$ cat config.mk
export PLATFORM = sky130hd
export DESIGN_NAME = tss_ctrl
export DESIGN_NICKNAME = d
export VERILOG_FILES = /design/src/design/tss_pkg.sv /design/src/design/tss_ctrl.sv
export SDC_FILE = /design/constraint.sdc
export NUM_CORES = 1
export LEC_CHECK = 0
export BUFFER_PORTS_ARGS = -buffer_cell sky130_fd_sc_hd__buf_2
export CAP_MARGIN = 40
export CELL_PAD_IN_SITES_DETAIL_PLACEMENT = 0
export CELL_PAD_IN_SITES_GLOBAL_PLACEMENT = 2
export CORE_ASPECT_RATIO = 0.5
export CORE_MARGIN = 2
export CORE_UTILIZATION = 20
export CTS_CLUSTER_DIAMETER = 40
export CTS_CLUSTER_SIZE = 12
export DETAILED_ROUTE_END_ITERATION = 10
export GPL_ROUTABILITY_DRIVEN = 0
export PLACE_DENSITY_LB_ADDON = 0.1
export SYNTH_ARGS = -nofsm -noshare
export SYNTH_HDL_FRONTEND = slang
export SYNTH_SLANG_ARGS = --single-unit
$ cat constraint.sdc
create_clock -name i_clk -period 1.49 [get_ports i_clk]
set_clock_uncertainty 0.1 [all_clocks]
set_input_delay 0.2235 -clock i_clk [delete_from_list [all_inputs] [get_ports i_clk]]
set_output_delay 0.2235 -clock i_clk [all_outputs]
set_load 0.01 [all_outputs]
$ cat src/design/tss_pkg.sv
package tss_pkg;

    // Default number of table points
    localparam int TABLE_DEPTH_DEF = 256;

    // Fixed field widths
    localparam int ENERGY_W  = 20;
    localparam int DENSITY_W = 16;
    localparam int FRAC_W    = 32;
    localparam int CUM_W     = 48;
    localparam int HELD_W    = 9;

    // Quotient bits of the interpolation divide (one per energy bit)
    localparam int DIV_STEPS = ENERGY_W;

    typedef enum logic [1:0] {
        OP_LOAD   = 2'd0,
        OP_CLEAR  = 2'd1,
        OP_SAMPLE = 2'd2
    } t_op;

    typedef enum logic [1:0] {
        ST_OK       = 2'd0,
        ST_FULL     = 2'd1,
        ST_EMPTY    = 2'd2,
        ST_NOT_INCR = 2'd3
    } t_status;

    typedef enum logic [4:0] {
        S_IDLE,
        S_DISPATCH,
        S_LOAD,
        S_MUL,
        S_SUM,
        S_SRCH,
        S_SCMP,
        S_PICK,
        S_GPREV,
        S_GCUR,
        S_PROD0,
        S_PROD1,
        S_DIVST,
        S_DIV,
        S_DIVFIN,
        S_DONE
    } t_state;

    // Commands from the controller to the datapath
    typedef struct packed {
        logic take_in;
        logic do_load;
        logic clear;
        logic set_empty;
        logic mul;
        logic sum;
        logic srch_rd;
        logic srch_cmp;
        logic zero_prev;
        logic rd_prev;
        logic got_prev;
        logic rd_cur;
        logic got_cur;
        logic prod0;
        logic prod1;
        logic div_init;
        logic div_step;
        logic div_fin;
        logic out_load;
    } t_dp_cmd;

    // Status from the datapath to the controller
    typedef struct packed {
        logic [1:0] op;
        logic       empty;
        logic       srch_done;
        logic       found;
        logic       first;
        logic       div_done;
    } t_dp_sts;

endpackage

$ cat src/design/tss_ctrl.sv
module tss_ctrl
    import tss_pkg::*;
(
    input  logic    i_clk,
    input  logic    i_rst_n,
    input  logic    i_in_valid,
    output logic    o_in_ready,
    output logic    o_out_valid,
    input  logic    i_out_ready,
    input  t_dp_sts i_sts,
    output t_dp_cmd o_cmd
);

    t_state r_state;
    t_state n_state;
    logic   r_out_valid;
    logic   n_out_valid;
    logic   w_out_free;

    assign w_out_free = !r_out_valid || i_out_ready;

    // Next state
    always_comb begin
        n_state = r_state;
        case (r_state)
            S_IDLE: begin
                if (i_in_valid) begin
                    n_state = S_DISPATCH;
                end
            end
            S_DISPATCH: begin
                case (t_op'(i_sts.op))
                    OP_LOAD:   n_state = S_LOAD;
                    OP_SAMPLE: n_state = i_sts.empty ? S_DONE : S_MUL;
                    default:   n_state = S_DONE;
                endcase
            end
            S_LOAD:   n_state = S_DONE;
            S_MUL:    n_state = S_SUM;
            S_SUM:    n_state = S_SRCH;
            S_SRCH:   n_state = i_sts.srch_done ? S_PICK : S_SCMP;
            S_SCMP:   n_state = S_SRCH;
            S_PICK: begin
                if (!i_sts.found) begin
                    n_state = S_DONE;
                end else if (i_sts.first) begin
                    n_state = S_GCUR;
                end else begin
                    n_state = S_GPREV;
                end
            end
            S_GPREV:  n_state = S_GCUR;
            S_GCUR:   n_state = S_PROD0;
            S_PROD0:  n_state = S_PROD1;
            S_PROD1:  n_state = S_DIVST;
            S_DIVST:  n_state = S_DIV;
            S_DIV:    n_state = i_sts.div_done ? S_DIVFIN : S_DIV;
            S_DIVFIN: n_state = S_DONE;
            S_DONE: begin
                if (w_out_free) begin
                    n_state = S_IDLE;
                end
            end
            default:  n_state = S_IDLE;
        endcase
    end

    // Outputs and datapath commands
    always_comb begin
        o_cmd      = '0;
        o_in_ready = 1'b0;
        case (r_state)
            S_IDLE: begin
                o_in_ready    = 1'b1;
                o_cmd.take_in = i_in_valid;
            end
            S_DISPATCH: begin
                o_cmd.clear     = (t_op'(i_sts.op) == OP_CLEAR);
                o_cmd.set_empty = (t_op'(i_sts.op) == OP_SAMPLE) && i_sts.empty;
            end
            S_LOAD:   o_cmd.do_load  = 1'b1;
            S_MUL:    o_cmd.mul      = 1'b1;
            S_SUM:    o_cmd.sum      = 1'b1;
            S_SRCH:   o_cmd.srch_rd  = !i_sts.srch_done;
            S_SCMP:   o_cmd.srch_cmp = 1'b1;
            S_PICK: begin
                o_cmd.zero_prev = i_sts.found && i_sts.first;
                o_cmd.rd_cur    = i_sts.found && i_sts.first;
                o_cmd.rd_prev   = i_sts.found && !i_sts.first;
            end
            S_GPREV: begin
                o_cmd.got_prev = 1'b1;
                o_cmd.rd_cur   = 1'b1;
            end
            S_GCUR:   o_cmd.got_cur  = 1'b1;
            S_PROD0:  o_cmd.prod0    = 1'b1;
            S_PROD1:  o_cmd.prod1    = 1'b1;
            S_DIVST:  o_cmd.div_init = 1'b1;
            S_DIV:    o_cmd.div_step = !i_sts.div_done;
            S_DIVFIN: o_cmd.div_fin  = 1'b1;
            S_DONE:   o_cmd.out_load = w_out_free;
            default:  o_cmd = '0;
        endcase
    end

    // Hold the result until the downstream side takes it
    assign n_out_valid = o_cmd.out_load || (r_out_valid && !i_out_ready);

    always_ff @(posedge i_clk) begin
        if (!i_rst_n) begin
            r_state     <= S_IDLE;
            r_out_valid <= 1'b0;
        end else begin
            r_state     <= n_state;
            r_out_valid <= n_out_valid;
        end
    end

    assign o_out_valid = r_out_valid;

endmodule
# Word level (Yosys, flattened, before mapping)
# Cells that the tools add are included.
dict set report totals {
  memories 0
  out_inout_bits 21
  latchBits 0
  regBits 6
  word_cells 64
  ram_bits 0
  mem_bits_ro 0
}
dict set report op_classes {
  shifts 0
  multipliers 0
  order_cmp 0
  add_sub_neg 0
  bitwise_logic 0
  reduce_logical 16
  n_div 0
  muxes 27
  eq_ne 19
}
# op count
set ops {}
lappend ops {{5-bit case mux with 14 select lines} 1}
lappend ops {{5-bit by 4-bit == test with 1-bit output (second input constant)} 8}
lappend ops {{5-bit by 3-bit == test with 1-bit output (second input constant)} 4}
lappend ops {{1-bit 2-to-1 mux} 17}
lappend ops {{5-bit by 2-bit == test with 1-bit output (second input constant)} 2}
lappend ops {{5-bit 2-to-1 mux} 2}
lappend ops {{4-bit case mux with 2 select lines} 1}
lappend ops {{2-bit 2-to-1 mux} 3}
lappend ops {{5-bit by 1-bit == test with 1-bit output (second input constant)} 1}
lappend ops {{1-bit logical NOT} 5}
lappend ops {{5-bit logical NOT} 1}
lappend ops {{1-bit logical AND} 4}
lappend ops {{4-bit 2-to-1 mux} 1}
lappend ops {{2-bit != test (second input constant)} 2}
lappend ops {{2-bit OR reduction} 2}
lappend ops {{3-bit 2-to-1 mux} 1}
lappend ops {{2-bit by 1-bit == test with 1-bit output (second input constant)} 1}
lappend ops {{2-bit == test (second input constant)} 1}
lappend ops {{2-bit logical NOT} 1}
lappend ops {{1-bit logical OR} 2}
lappend ops {{1-bit case mux with 2 select lines} 1}
lappend ops {{2-bit AND reduction} 1}

# Longest topological paths before layout
dict set report logic_depth {
  ltp_word 4
  ltp_mapped 6
}

# Worst setup path before layout
# Ideal clock, no wire load.
dict set report synth_path {
  path_kind {reg-to-output}
  startpoint {register r_state[0]}
  endpoint {output o_cmd[18] (netlist name)}
  required_ps 1167
  path_stages_with_launch 5
  t_arrival_ps 1203
  n_path_buf 2
  setup_slack_ps -36
  cell_sequence {dfxtp_1 > buf_2 > clkbuf_1 > nor3_1 > and2_1}
}
# element line
set synth_lines {}
lappend synth_lines {{from (decl)} tss_ctrl.sv:14} ;# t_state r_state;
lappend synth_lines {{from (signal assigned)} tss_ctrl.sv:114} ;# r_state <= n_state;
lappend synth_lines {{to (decl)} tss_ctrl.sv:11} ;# output t_dp_cmd o_cmd

==> metrics.cfg <==
[placed_design]
place.port_buffers = 31
pre_cts_slack_ns = -0.0392
place_inst = 156
hpwl_mm = 1.65

[status]
status = finished with violations
violations = negative setup slack

[synth]
ys_seq_area_share_pct = 18.4
synth.avg_cell_area_um2 = 7.05
yosysTopAreaCellShare_pct = 18.4
yosys_warnings = 0
synth_area_leaders = dfxtp_1 18%, nand2b_1 6.9%, nor2_1 6.9%
ys_ff_latch = 5
yosysTopAreaCell = dfxtp_1
syn_nets = 88
ys_types = 31
synth_cells = 77
synth_area_um2 = 543

[timing]
min_period_over_period_pct = 112
fin_crit_ns = 1.67
setup_violations = 17
hold_violations = 0
drv_slew = 0
worst_pin_slew_ns = 0.350
clock.fmax_mhz = 600
fin_ws_ns = -0.176
slew_headroom_pct = 76.4
grt_setup_unrepaired = true

[setup_path]
critical_path.max_fanout = 5
crit_start = r_state[1]
crit_arrival_ns = 1.34
cp-end-kind = output port
crit_type = flip-flop to output port
critPathRequiredTime_ns = 1.17
worstSetupStartpointType = flip-flop
r2r_start = r_state[1]

[die]
die_height_um = 40.8
rows = 13
die_area_um2 = 3170
coreArea_um2 = 2590
start_util_pct = 21.0
ios = 32
dieWidth_um = 77.7

[pwr]
p_per_area_nw_per_um2 = 1660
power.static_leakage_nw = 0.495
vdd.ir_drop.worst_mv = 0.604

[cells_and_area]
antenna_cells = 0
final_common_cell = buf_2
nNetsFinal = 140
mostFrequentLayoutCells = 30 x buf_2, 16 x buf_4, 8 x buf_6
syn2layout_area_growth_pct = 98.8
finalNonFillerCells = 165
drive_gt1_share_pct = 65.6

[global_route]
grtUsageTotal_pct = 14.5
grt-ovfl-total = 0
grt_pass1_wl_mm = 3.39
grt_max_degree = 10
grt_pass1_vias = 692
grt_antenna_before_repair = 0

[clocking]
clk_pin_slew_ns = 0.03
cts_tree = done
worstSkewPairLatency_ns = 0.22
cts_hold_buf = 0
cts_buffer_depth = 2
root_buffer = clkbuf_8
clock_sinks = 5
numCtsBuffers = 3
htreeDepth = 1

[flow_run]
cap_violations = 0

[route]
wl_per_cell_um = 13.3
num_vias = 773
drt_iter0_markers = 19
drt-total-wl_mm = 2.19
ant_nets = 0
drc = 0
dr.pass1.iters = 4
viasPerCell = 4.68

[worst_hold_path]
hold_path_class = input port to flip-flop
hold_start = i_rst_n

synth_stat cells (all sizes together):
library cell / number
a2111oi: 1
a211oi: 1
a21boi: 1
a21oi: 3
a311oi: 1
a32oi: 1
and2: 3
and4: 1
buf: 6
clkbuf: 1
dfxtp: 5
nand2: 5
nand2b: 7
nand3: 4
nand3b: 1
nor2: 10
nor2b: 3
nor3: 8
nor3b: 4
nor4b: 1
o2111ai: 1
o21ai: 3
o311ai: 1
o31a: 1
o41ai: 1
or2: 3
report_power, final:
part | switching [W] | internal, W
registers | 0.0000872 | 0.000199
logic | 0.000597 | 0.000660
clock network | 0.0000698 | 0.000184
total | 0.000754 | 0.00104
routing by layer:
metal / global-route usage [%] / wire (um)
met5: 0 / 0
met3: 3.74 / 101
met1: 19.5 / 1100
met2: 23.7 / 974
met4: 4.02 / 16
final timing paths:
kind,to,slack [ns],depth (start not counted)
worst max register to register,r_state[0],-0.06,6
worst min register to register,o_out_valid,0.63,3
worst max-delay path,o_cmd[18],-0.18,5
worst min-delay path,r_state[1],0.17,2
flip-flops by register name, indices dropped and copies added, names as in the netlist:
name	flops
r_state	4
o_out_valid	1
worst max-delay path, cell delays in order, from the launching register on:
cell,delay [ns]
dfxtp_4,0.35
or2_4,0.27
buf_6,0.13
nor3_4,0.11
and2_1,0.14
buf_2,0.12
logic make-up (layout without fill, tap and decap cells):
kind of cell           count (synthesis)  in the layout  share of synthesized area [%]
AOI/OAI and AO/OA                     15             15                           21.9
and+or+nand+nor                       50             50                           52.3
DFF                                    5              5                           18.4
buffers and inverters                  7             58                           7.37
final cells by class:
class	instances	area, um2
flip-flops and latches	5	113
fillers	263	1510
clock buffers	4	45.0
multi-input cells	65	515
repair buffers	54	360
well taps	37	46.3
timing repair:
item,4_1_cts,5_1_grt
resized for setup,32,8
buffers inserted,5,0
endpoints found under the setup margin,21,22
pin swaps,8,5
stage by stage:
stage / area, um2 / total power, W / setup TNS (ns) / utilization (%) / hold WS, ns
3_3_place_gp: 845 / 0.00117 / -0.0339 / 32.7 / 0.412
2_1_floorplan: 548 / 0.000782 / 0 / - / 0.245
5_1_grt: 1080 / 0.00192 / -2.20 / 41.8 / 0.180
3_5_place_dp: 845 / 0.00118 / -0.0617 / 32.7 / 0.406
6_report: 1080 / 0.00180 / -1.20 / 41.8 / 0.168
4_1_cts: 1040 / 0.00172 / -1.40 / 40.4 / 0.165
Power figures use the tool's default switching activity.
